[config.mk]
export PLATFORM = sky130hd
export DESIGN_NAME = joystick_deadzone_scale_smooth
export DESIGN_NICKNAME = d
export VERILOG_FILES = /design/src/rtl/jds_pkg.sv /design/src/rtl/jds_div.sv /design/src/rtl/joystick_deadzone_scale_smooth.sv
export SDC_FILE = /design/constraint.sdc
export NUM_CORES = 1
export LEC_CHECK = 0
export BUFFER_PORTS_ARGS = -buffer_cell sky130_fd_sc_hd__buf_2
export CORE_ASPECT_RATIO = 1.25
export CORE_MARGIN = 2
export CORE_UTILIZATION = 50
export DETAILED_ROUTE_END_ITERATION = 8
export GPL_ROUTABILITY_DRIVEN = 0
export PLACE_DENSITY = 0.66
export SYNTH_ARGS = -nofsm -noshare
export SYNTH_HDL_FRONTEND = slang
export SYNTH_SLANG_ARGS = --single-unit
[constraint.sdc]
create_clock -name clk -period 17.5 [get_ports clk]
set_input_delay 0 -clock clk [delete_from_list [all_inputs] [get_ports clk]]
set_output_delay 0 -clock clk [all_outputs]
set_load 0.01 [all_outputs]
[src/rtl/jds_pkg.sv]
`default_nettype none
// ----------------------------------------------------------------------------
// jds_pkg
// Shared constants for the joystick dead zone, scaling and smoothing block.
// ----------------------------------------------------------------------------
package jds_pkg;

  // Default raw sample width of the ADC.
  localparam int SAMPLE_BITS_DEF = 12;

  // Width of every configuration register.
  localparam int CFG_W = 12;

  // Width of the register index on the configuration port.
  localparam int CFG_IDX_W = 2;

  // Width of the signed result values.
  localparam int OUT_W = 16;

  // Register indexes.
  localparam logic [CFG_IDX_W-1:0] REG_CENTER_X  = 2'd0;
  localparam logic [CFG_IDX_W-1:0] REG_CENTER_Y  = 2'd1;
  localparam logic [CFG_IDX_W-1:0] REG_DEAD_ZONE = 2'd2;
  localparam logic [CFG_IDX_W-1:0] REG_MAX_RANGE = 2'd3;

  // Register reset values.
  localparam logic [CFG_W-1:0] CENTER_RST    = 12'd2048;
  localparam logic [CFG_W-1:0] DEAD_ZONE_RST = 12'd100;
  localparam logic [CFG_W-1:0] MAX_RANGE_RST = 12'd4095;

  // Divide by ten of the smoothing filter new = (3*scaled + 7*prev) / 10,
  // done as x * 838861 >> 23, which is exact for every x below 2^19.
  localparam int                      SMOOTH_RECIP_W = 20;
  localparam logic [SMOOTH_RECIP_W-1:0] SMOOTH_RECIP = 20'd838861;
  localparam int                      SMOOTH_SHIFT   = 23;

  // Saturation limits of the scaled value.
  localparam logic [OUT_W-1:0] POS_LIMIT = 16'h7FFF;
  localparam logic [OUT_W-1:0] NEG_LIMIT = 16'h8000;

endpackage : jds_pkg
`default_nettype wire

[src/rtl/jds_div.sv]
`default_nettype none
// ----------------------------------------------------------------------------
// jds_div
// Restoring unsigned divider, one quotient bit per cycle.
// ----------------------------------------------------------------------------
module jds_div
  import jds_pkg::*;
#(
  parameter int NB = 27,
  parameter int DW = CFG_W
) (
  input  wire logic          clk,
  input  wire logic          rst_n,
  input  wire logic          start,
  input  wire logic [NB-1:0] dividend,
  input  wire logic [DW-1:0] divisor,
  output logic               done,
  output logic [NB-1:0]      quotient
);

  localparam int CW = $clog2(NB);

  logic [DW-1:0] rem_r;
  logic [NB-1:0] quo_r;
  logic [DW-1:0] dvs_r;
  logic [CW-1:0] cnt_r;
  logic          run_r;
  logic          done_r;

  logic [DW:0]   shifted;
  logic [DW+1:0] diff;
  logic          ge;

  // One trial subtraction of the divisor from the shifted remainder.
  always_comb begin
    shifted = {rem_r, quo_r[NB-1]};
    diff    = {1'b0, shifted} - {2'b00, dvs_r};
    ge      = ~diff[DW+1];
  end

  // Load on start, then shift one dividend bit in per cycle.
  always_ff @(posedge clk) begin
    if (!rst_n) begin
      run_r  <= 1'b0;
      done_r <= 1'b0;
      cnt_r  <= '0;
    end else begin
      done_r <= run_r && !start && (cnt_r == '0);
      if (start) begin
        run_r <= 1'b1;
        cnt_r <= CW'(NB - 1);
        rem_r <= '0;
        quo_r <= dividend;
        dvs_r <= divisor;
      end else if (run_r) begin
        rem_r <= ge ? diff[DW-1:0] : shifted[DW-1:0];
        quo_r <= {quo_r[NB-2:0], ge};
        if (cnt_r == '0) begin
          run_r <= 1'b0;
        end else begin
          cnt_r <= cnt_r - 1'b1;
        end
      end
    end
  end

  assign done     = done_r;
  assign quotient = quo_r;

endmodule : jds_div
`default_nettype wire

[src/rtl/joystick_deadzone_scale_smooth.sv]
`default_nettype none
// ----------------------------------------------------------------------------
// joystick_deadzone_scale_smooth
// Dead zone, scaling to signed 16 bits and per-axis smoothing of ADC samples.
// ----------------------------------------------------------------------------
// Usage:
//   Input channel (in_valid / in_stall) takes one raw sample and its axis.
//   The block raises in_stall while a request is being worked on and takes a
//   new one only when idle. Each request yields exactly one result on the
//   output channel (out_valid / out_stall): the axis, the scaled value and
//   the new smoothed value of that axis.
//   A sample beyond the dead zone with a non-empty range passes through
//   the restoring divider of the scaling step, one quotient bit per cycle.
//   A sample inside the dead zone, or any sample with an empty range,
//   skips the divider. The divide by ten of the smoothing filter is a
//   reciprocal multiply.
//   The result sits in an output register, so a new request is accepted
//   while the previous result waits. If the receiver still stalls when the
//   next result is ready, the block holds that result and stays busy.
//   Configuration writes (cfg_valid / cfg_ready) are always taken and must
//   arrive only while the block is idle.
//   Reset restores the register defaults and clears both filter states.
// ----------------------------------------------------------------------------
module joystick_deadzone_scale_smooth
  import jds_pkg::*;
#(
  parameter int SAMPLE_BITS = SAMPLE_BITS_DEF
) (
  input  wire logic                   clk,
  input  wire logic                   rst_n,
  // Input channel
  input  wire logic                   in_valid,
  output logic                        in_stall,
  input  wire logic                   in_axis,
  input  wire logic [SAMPLE_BITS-1:0] in_sample,
  // Result channel
  output logic                        out_valid,
  input  wire logic                   out_stall,
  output logic                        out_axis_out,
  output logic signed [OUT_W-1:0]     out_scaled,
  output logic signed [OUT_W-1:0]     out_smoothed,
  // Configuration channel
  input  wire logic                   cfg_valid,
  output logic                        cfg_ready,
  input  wire logic [CFG_IDX_W-1:0]   cfg_index,
  input  wire logic [CFG_W-1:0]       cfg_data
);

  // Magnitude width and divider dividend width.
  localparam int MB = (SAMPLE_BITS > CFG_W) ? SAMPLE_BITS : CFG_W;
  localparam int NB = MB + 15;
  localparam int SW = 20;
  localparam int PW = SW + SMOOTH_RECIP_W;

  typedef enum logic [2:0] {
    S_IDLE,
    S_PREP,
    S_SCALE_WAIT,
    S_SMOOTH_PREP,
    S_SMOOTH_WAIT,
    S_OUT
  } state_t;

  state_t state_r;

  logic [CFG_W-1:0] center_x_r;
  logic [CFG_W-1:0] center_y_r;
  logic [CFG_W-1:0] dead_zone_r;
  logic [CFG_W-1:0] max_range_r;

  logic                   axis_r;
  logic [SAMPLE_BITS-1:0] sample_r;
  logic                   neg_r;
  logic signed [OUT_W-1:0] scaled_r;
  logic signed [OUT_W-1:0] sm_r;
  logic signed [OUT_W-1:0] filt_r [2];
  logic [SW-1:0]          sm_mag_r;

  logic                   div_start_r;
  logic [NB-1:0]          div_dividend_r;
  logic [CFG_W-1:0]       div_divisor_r;
  logic                   div_done;
  logic [NB-1:0]          div_q;

  logic                   out_valid_r;
  logic                   out_axis_r;
  logic signed [OUT_W-1:0] out_scaled_r;
  logic signed [OUT_W-1:0] out_smoothed_r;
  logic                   out_load;

  // Scaling datapath: distance from center, dead zone and numerator.
  logic [MB-1:0]      s_ext;
  logic [MB-1:0]      c_ext;
  logic [MB-1:0]      dz_ext;
  logic signed [MB:0] dist_v;
  logic               dist_neg;
  logic               dist_le0;
  logic [MB-1:0]      mag;
  logic [MB-1:0]      beyond;
  logic               in_dz;
  logic [CFG_W:0]     span;
  logic               span_ok;
  logic [NB-1:0]      num;

  always_comb begin
    s_ext    = MB'(sample_r);
    c_ext    = MB'(axis_r ? center_y_r : center_x_r);
    dz_ext   = MB'(dead_zone_r);
    dist_v   = $signed({1'b0, s_ext}) - $signed({1'b0, c_ext});
    dist_neg = dist_v[MB];
    dist_le0 = dist_neg || (dist_v == '0);
    mag      = dist_neg ? MB'(-dist_v) : dist_v[MB-1:0];
    in_dz    = mag < dz_ext;
    beyond   = mag - dz_ext;
    span     = {1'b0, max_range_r} - {1'b0, dead_zone_r};
    span_ok  = ~span[CFG_W] && (span != '0);
    // Multiply by 32768 as a shift; by 32767 as shift minus one copy.
    if (dist_le0) begin
      num = {beyond, 15'b0};
    end else begin
      num = {beyond, 15'b0} - NB'(beyond);
    end
  end

  // Saturated scaled value from the quotient.
  logic [OUT_W-1:0] scale_res;

  always_comb begin
    if (neg_r) begin
      scale_res = (div_q > NB'(32768)) ? NEG_LIMIT : (16'd0 - div_q[OUT_W-1:0]);
    end else begin
      scale_res = (div_q > NB'(32767)) ? POS_LIMIT : div_q[OUT_W-1:0];
    end
  end

  // Smoothing datapath: 3*scaled + 7*prev and its magnitude.
  logic signed [SW-1:0] s20;
  logic signed [SW-1:0] p20;
  logic signed [SW-1:0] sum;
  logic [SW-1:0]        sum_mag;

  always_comb begin
    s20     = SW'(scaled_r);
    p20     = SW'(filt_r[axis_r]);
    sum     = (s20 <<< 1) + s20 + (p20 <<< 3) - p20;
    sum_mag = sum[SW-1] ? SW'(-sum) : sum;
  end

  // Magnitude divided by ten through the reciprocal multiply.
  logic [PW-1:0]    sm_prod;
  logic [OUT_W-1:0] sm_q;

  always_comb begin
    sm_prod = PW'(sm_mag_r) * PW'(SMOOTH_RECIP);
    sm_q    = sm_prod[SMOOTH_SHIFT +: OUT_W];
  end

  // Divider for the scaling step.
  jds_div #(
    .NB (NB),
    .DW (CFG_W)
  ) u_div (
    .clk      (clk),
    .rst_n    (rst_n),
    .start    (div_start_r),
    .dividend (div_dividend_r),
    .divisor  (div_divisor_r),
    .done     (div_done),
    .quotient (div_q)
  );

  // Configuration registers; the port never stalls.
  always_ff @(posedge clk) begin
    if (!rst_n) begin
      center_x_r  <= CENTER_RST;
      center_y_r  <= CENTER_RST;
      dead_zone_r <= DEAD_ZONE_RST;
      max_range_r <= MAX_RANGE_RST;
    end else if (cfg_valid) begin
      unique case (cfg_index)
        REG_CENTER_X:  center_x_r  <= cfg_data;
        REG_CENTER_Y:  center_y_r  <= cfg_data;
        REG_DEAD_ZONE: dead_zone_r <= cfg_data;
        REG_MAX_RANGE: max_range_r <= cfg_data;
        default:       center_x_r  <= center_x_r;
      endcase
    end
  end

  // A finished result moves to the output register once it is free.
  assign out_load = (state_r == S_OUT) && (!out_valid_r || !out_stall);

  // Sequencer with its registered outputs.
  always_ff @(posedge clk) begin
    if (!rst_n) begin
      state_r     <= S_IDLE;
      out_valid_r <= 1'b0;
      div_start_r <= 1'b0;
      filt_r[0]   <= '0;
      filt_r[1]   <= '0;
    end else begin
      div_start_r <= (state_r == S_PREP) && !in_dz && span_ok;
      out_valid_r <= out_load || (out_valid_r && out_stall);
      unique case (state_r)
        S_IDLE: begin
          if (in_valid) begin
            axis_r   <= in_axis;
            sample_r <= in_sample;
            state_r  <= S_PREP;
          end
        end
        S_PREP: begin
          neg_r <= dist_le0;
          if (in_dz || !span_ok) begin
            scaled_r <= '0;
            state_r  <= S_SMOOTH_PREP;
          end else begin
            div_dividend_r <= num;
            div_divisor_r  <= span[CFG_W-1:0];
            state_r        <= S_SCALE_WAIT;
          end
        end
        S_SCALE_WAIT: begin
          if (div_done) begin
            scaled_r <= $signed(scale_res);
            state_r  <= S_SMOOTH_PREP;
          end
        end
        S_SMOOTH_PREP: begin
          neg_r    <= sum[SW-1];
          sm_mag_r <= sum_mag;
          state_r  <= S_SMOOTH_WAIT;
        end
        S_SMOOTH_WAIT: begin
          sm_r    <= neg_r ? $signed(16'd0 - sm_q) : $signed(sm_q);
          state_r <= S_OUT;
        end
        S_OUT: begin
          if (out_load) begin
            out_axis_r     <= axis_r;
            out_scaled_r   <= scaled_r;
            out_smoothed_r <= sm_r;
            filt_r[axis_r] <= sm_r;
            state_r        <= S_IDLE;
          end
        end
        default: state_r <= S_IDLE;
      endcase
    end
  end

  assign in_stall     = (state_r != S_IDLE);
  assign cfg_ready    = 1'b1;
  assign out_valid    = out_valid_r;
  assign out_axis_out = out_axis_r;
  assign out_scaled   = out_scaled_r;
  assign out_smoothed = out_smoothed_r;

endmodule : joystick_deadzone_scale_smooth
`default_nettype wire
==> results.toml, run 1 <==
[status]
status = "finished, final reports clean"

[clock_network]
htree_levels = 1
post_cts_buffers = 0
numCtsBuffers = 30
root_buffer = "clkbuf_16"
cts.clk_slew.worst_paths_ns = 0.06
clockBufferDepth = 3
cts_tree = "done"
cts.sinks = 282
insertion_delay_ns = 0.58

[floorplanning]
num_rows = 88
fp.dieH_um = 247
die_w_um = 198
start_util_pct = 50.8
ioPinCount = 68
coreArea_um2 = 46400
die_area_um2 = 48800

[timing]
max_freq_ghz = 0.131
hold_viol_final = 0
drv_slew = 0
fin_crit_ns = 7.61
fin_skew_ns = 0.0215
rsz0062_at_grt = "false"
worst_slew_pin_slew_ns = 1.21
slew_headroom_pct = 19.0
setup_viol = 0
min_period_over_period_pct = 43.5
finalSetupTns_ns = 0

[synth]
postSynth.asyncResetShare_pct = 0
yosys_warnings = 0
synth_fp_nets = 2761
ys_ff_latch = 282
synth.avg_cell_area_um2 = 10.3
syn_inst = 2287
ys.flop_type = "edfxtp_1"
synth_area_um2 = 23500
synth_area_leader_cell = "edfxtp_1"
synth_most_common_cell = "inv_1"
synth.area.top_cells = "edfxtp_1 28%, ha_1 15%, fa_1 14%"
synth_cell_types = 79
synth_edf_count = 221
seq_area_frac_synth_pct = 33.4
yosys.area.top_type_share_pct = 28.2
synth_common_cells = "331 x inv_1, 278 x ha_1, 221 x edfxtp_1"

[finish]
design_area_um2 = 25900
drive_above_1_share_pct = 8.56
multi_input_area_um2 = 14200
antennaDiodeCount = 0
fill_cells = 3991
syn_to_final_growth_pct = 9.87
final_core_util_pct = 55.8
nets = 2846
seq_area_um2 = 7860

[place]
post_dp_cell_area_um2 = 24500
port_buffers = 66
dp_hpwl_um = 46800

[detailed_routing]
first_pass_iters = 5
avgRoutedWirePerCell_um = 19.2
wirelength_um = 58200
drtIter0Drc = 917
route.vias.total = 16900
ant_nets = 0
drc = 0
avgViaCountPerCell = 5.60

[global_routing]
antenna_found_initial = 0
grt_pass1_wl_um = 94000
track_usage_pct = 24.7
grt_pass1_vias = 17800
grt_max_degree = 66
gr-total-overflow = 0

[setup_path]
r2r_slack_ns = 9.89
crit_path_start = "sm_mag_r[2]"
setup.worst_path.end = "sm_r[15]"
arrival_ns = 7.94
critPathSlowestCell = "a211oi_1"
r2r_end = "sm_r[15]"
reg2reg_depth = 21
path_delay_family = "adder cells"
max_stage_delay_ns = 0.95
rr_startpoint = "sm_mag_r[2]"
worstSetupPathType = "flop to flop"
cp-end-kind = "flop"
critPathRequiredTime_ns = 17.83
worst-path-buf-inv = 2
cp_cell_sequence = "ha_1 > xor2_1 > ha_1 > or2_2 > fa_1 > fa_1 > fa_1 > inv_1 > fa_1 > inv_1 > ha_1 > ha_1 > nand4_1 > nor4_1 > o21ai_0 > a211oi_1 > or3_1 > or2_1 > nand4bb_1 > o31ai_1 > xnor2_1"
critPathLaunchType = "flop"
path_max_fanout = 8
worstSetupPathDepth = 21

[min_path]
hp-class = "primary input to flop"
worstHoldPathCells = 2

[flow_run]
max_cap_violations = 0
[stage by stage]
stage | hold slack, ns | setup slack (ns) | instances
floorplan | 0.0989 | 9.35 | 2287
global placement | 0.177 | 10.06 | 2938
detailed placement | 0.178 | 10.03 | 2938
CTS | 0.109 | 10.02 | 3024
global route | 0.141 | 9.49 | 3024
finish | 0.147 | 9.89 | 3024
[registers in the layout, summed over array words and instances (netlist names), 16 cells and up, named ones only]
signal          flops
u_div.quotient     27
sm_mag_r           20
div_dividend_r     27
filt_r             32
scaled_r           16
sm_r               16
out_scaled         16
out_smoothed       16
[area by class of cell]
| cell class | instances | area share, % |
|---|---|---|
| clock buffer | 44 | 3.40 |
| sequential | 282 | 30.4 |
| timing repair buffer | 110 | 2.86 |
| clock inverter | 10 | 0.465 |
| inverter | 331 | 4.81 |
| tap | 630 | 3.05 |
| multi-input combinational | 1617 | 55.0 |
[per-layer routing]
| layer | global-route usage (%) | wire length (um) | vias up |
|---|---|---|---|
| li1 | - | - | 8101 |
| met1 | 29.0 | 23300 | 8295 |
| met2 | 44.4 | 29200 | 404 |
| met3 | 3.08 | 2280 | 146 |
| met4 | 12.5 | 3300 | 0 |
| met5 | 0 | 0 | - |
[repair_timing]
| action | CTS | global route |
|---|---|---|
| hold buffers | 32 | 0 |
| resized for setup | 0 | 0 |
| endpoints found under the hold margin | 65 | 0 |
[cells in the final DEF, fill, tap and decap left out, types with 17 or more instances in the layout]
cell,count
inv_1,331
and3_1,29
clkbuf_16,31
nor2b_1,23
xor2_1,49
edfxtp_1,221
a21boi_0,41
o21a_1,33
and2_1,37
dfxtp_1,60
ha_1,278
nor3_1,37
a21o_1,27
o21ai_0,80
buf_2,66
xnor2_1,80
mux2_2,42
a211oi_1,17
nor2_1,110
or3_1,23
a21oi_1,72
nand3_1,40
nand2_1,186
fa_1,164
dlygate4sd3_1,32
[how the worst min path moves through the flow]
| stage | startpoint | endpoint |
|---|---|---|
| 2_1_floorplan | in_axis | axis_r |
| 3_3_place_gp | in_sample[1] | s_ext[1] |
| 3_5_place_dp | in_sample[3] | s_ext[3] |
| 4_1_cts | in_sample[3] | s_ext[3] |
| 5_1_grt | in_sample[4] | s_ext[4] |
| 6_report | in_sample[5] | s_ext[5] |
[kinds of logic (layout without fill, tap and decap cells)]
logic type	count (synthesis)	after routing	share of synthesized area, %
compound gates	393	393	11.3
flops	282	282	33.4
xor+xnor	129	129	4.80
buf+inv	388	495	6.24
fa+ha+maj	442	442	28.7
mux	58	58	2.69
simple gates	594	594	12.9
other cells	1	1	0.0159
Power of run 1 is left out: the tool's default activity adds up to more than one toggle a clock period on the data nets, which glitch-free logic cannot reach.
==> run 2, diff against run 1 <==
ABC_AREA = 1   (was unset)
PLACE_DENSITY = 0.69   (was 0.66)
clock period = 6.3 ns   (was 17.5 ns; I/O delays follow)
==> results.toml, run 2 <==
[status]
status = "finished, final reports clean"

[synth]
synth_edf_count = 221
synth_common_cells = "611 x inv_1, 608 x nand2_1, 278 x ha_1"
ys_ff_latch = 282
ys.flop_type = "edfxtp_1"
yosys.area.top_type_share_pct = 27.0
synth.area.top_cells = "edfxtp_1 27%, ha_1 14%, fa_1 13%"
synth_most_common_cell = "inv_1"
yosys_warnings = 0
synth.avg_cell_area_um2 = 8.45
syn_inst = 2913
synth_fp_nets = 3387
postSynth.asyncResetShare_pct = 0
seq_area_frac_synth_pct = 31.9
synth_cell_types = 50
synth_area_um2 = 24600
synth_area_leader_cell = "edfxtp_1"

[floorplanning]
ioPinCount = 68
coreArea_um2 = 48400
die_area_um2 = 51000
start_util_pct = 50.8
num_rows = 90
die_w_um = 202
fp.dieH_um = 252

[setup_path]
r2r_slack_ns = 0.15
crit_top_cell = "fa_1"
worstSetupPathDepth = 24
path_delay_family = "adder cells"
path_max_fanout = 4
critPathRequiredTime_ns = 6.69
r2r_end = "sm_r[10]"
rr_startpoint = "sm_mag_r[11]"
arrival_ns = 6.54
cp_cell_sequence = "ha_4 > buf_4 > fa_1 > fa_1 > fa_1 > inv_1 > fa_1 > inv_1 > fa_1 > ha_1 > ha_4 > nand2_2 > a21oi_1 > nor2_1 > nand2_1 > a21oi_1 > nand2_1 > nand2_1 > nand2_1 > o21ai_2 > nand3_2 > nor2_4 > buf_4 > xor2_1"
critPathLaunchType = "flop"
reg2reg_depth = 24
worstSetupPathType = "flop to flop"
crit_path_start = "sm_mag_r[11]"
critPathSlowestCell = "fa_1"
setup.worst_path.end = "sm_r[10]"
max_stage_delay_ns = 0.56
cp-end-kind = "flop"
worst-path-buf-inv = 4

[timing]
worst_slew_pin_slew_ns = 1.23
slew_headroom_pct = 17.6
setup_viol = 0
drv_slew = 0
fin_crit_ns = 6.15
hold_viol_final = 0
finalSetupTns_ns = 0
max_freq_ghz = 0.163
fin_hold_ws_ns = 0.0394
fin_skew_ns = 0.0280
min_period_over_period_pct = 97.6

[detailed_routing]
route.vias.total = 19900
drtIter0Drc = 1247
avgViaCountPerCell = 5.31
drc = 0
first_pass_iters = 5
ant_nets = 0
avgRoutedWirePerCell_um = 17.5
wirelength_um = 65800

[global_routing]
globalRouteMet3Util_pct = 2.91
track_usage_pct = 25.7
grt_pass1_wl_um = 104000
met1_usage_pct = 28.3
met2_usage_pct = 48.3
gr-total-overflow = 0
antenna_found_initial = 0
grt_max_degree = 58
top_usage_layer = "met2"
grt_pass1_vias = 20700

[finish]
top_register = "filt_r"
final_common_cell = "inv_1"
nets = 3563
final_cell_mix = "611 x inv_1, 592 x nand2_1, 243 x ha_1"
largest_reg_flops = 32
syn_to_final_growth_pct = 14.8
final_core_util_pct = 58.3
antennaDiodeCount = 0
drive_above_1_share_pct = 11.8

[place]
port_buffers = 66
dp_hpwl_um = 52600

[clock_network]
cts_tree = "done"
clockBufferDepth = 3
insertion_delay_ns = 0.56
cts.clk_slew.worst_paths_ns = 0.07
cts.sinks = 282
numCtsBuffers = 34
root_buffer = "clkbuf_16"
htree_levels = 2

[min_path]
hp-class = "primary input to flop"

[flow_run]
max_cap_violations = 0
## run 2: cell types whose count changed after synthesis, sizes merged, moves of 29 or more
| cell | change |
|---|---|
| nand2 | +431 |
| and2 | -35 |
| nand4 | +34 |
| xor2 | +29 |
| nor2 | +143 |
| nand3 | +87 |
| a21boi | -38 |
| inv | +286 |
| and3 | -29 |
| a21oi | +52 |
| o21ai | +55 |
| xnor2 | -53 |
| o21a | -33 |
## run 2: worst min-delay path by stage
stage | start | end | slack (ns) | depth (start not counted)
floorplan | in_axis | axis_r | 0.1 | 0
global placement | in_sample[5] | s_ext[5] | 0.18 | 1
detailed placement | in_sample[11] | s_ext[11] | 0.18 | 1
CTS | rst_n | max_range_r[4] | 0.01 | 3
global route | rst_n | max_range_r[10] | 0.06 | 3
finish | rst_n | center_x_r[11] | 0.04 | 3
## run 2: logic make-up after synthesis
kind of cell / after synthesis / share of synthesized area [%]
adder cells (fa/ha/maj): 442 / 27.5
flip-flops: 282 / 31.9
multiplexers: 25 / 1.09
AO/OA/AOI/OAI: 303 / 6.72
AND/OR/NAND/NOR: 1094 / 18.6
other: 1 / 0.0152
buffers and inverters: 661 / 10.2
XOR/XNOR: 105 / 4.00
## run 2: worst register-to-register path, stage by stage (launching register included)
cell,delay (ns)
edfxtp_1,0.52
ha_4,0.32
buf_4,0.14
fa_1,0.49
fa_1,0.55
fa_1,0.56
inv_1,0.06
fa_1,0.54
inv_1,0.05
fa_1,0.37
ha_1,0.33
ha_4,0.28
nand2_2,0.14
a21oi_1,0.08
nor2_1,0.19
nand2_1,0.10
a21oi_1,0.21
nand2_1,0.08
nand2_1,0.06
nand2_1,0.13
o21ai_2,0.21
nand3_2,0.13
nor2_4,0.16
buf_4,0.13
xor2_1,0.16
## run 2: metrics by stage
stage	area, um2	worst slack (ns)	cells
floorplan	24600	0.429	2913
detailed placement	26100	-0.107	3649
CTS	27500	-0.00563	3741
global placement	26100	-0.0573	3649
finish	28300	0.148	3757
global route	28300	-0.0795	3757
## run 2: repair_timing
| item | 4_1_cts | 5_1_grt |
|---|---|---|
| setup endpoints to repair | 7 | 40 |
| resized for setup | 5 | 117 |
| hold buffers | 30 | 0 |
| pin swaps | 0 | 26 |
| endpoints found under the hold margin | 66 | 0 |
| setup buffers | 2 | 16 |
## run 2: per-layer routing
layer	up-vias	share of wire, %
li1	9619	-
met1	9528	38
met2	608	52
met3	189	4.1
met4	0	5.5
met5	-	0
## run 2: final cells by class
class	instances	area [um2]
inverter	619	2320
multi-input combinational	1970	14900
clock buffer	43	895
tap	644	806
timing repair buffer	182	1290
sequential	282	7860
clock inverter	17	193
fill	4138	20200
Power of run 2 is left out for the same reason.
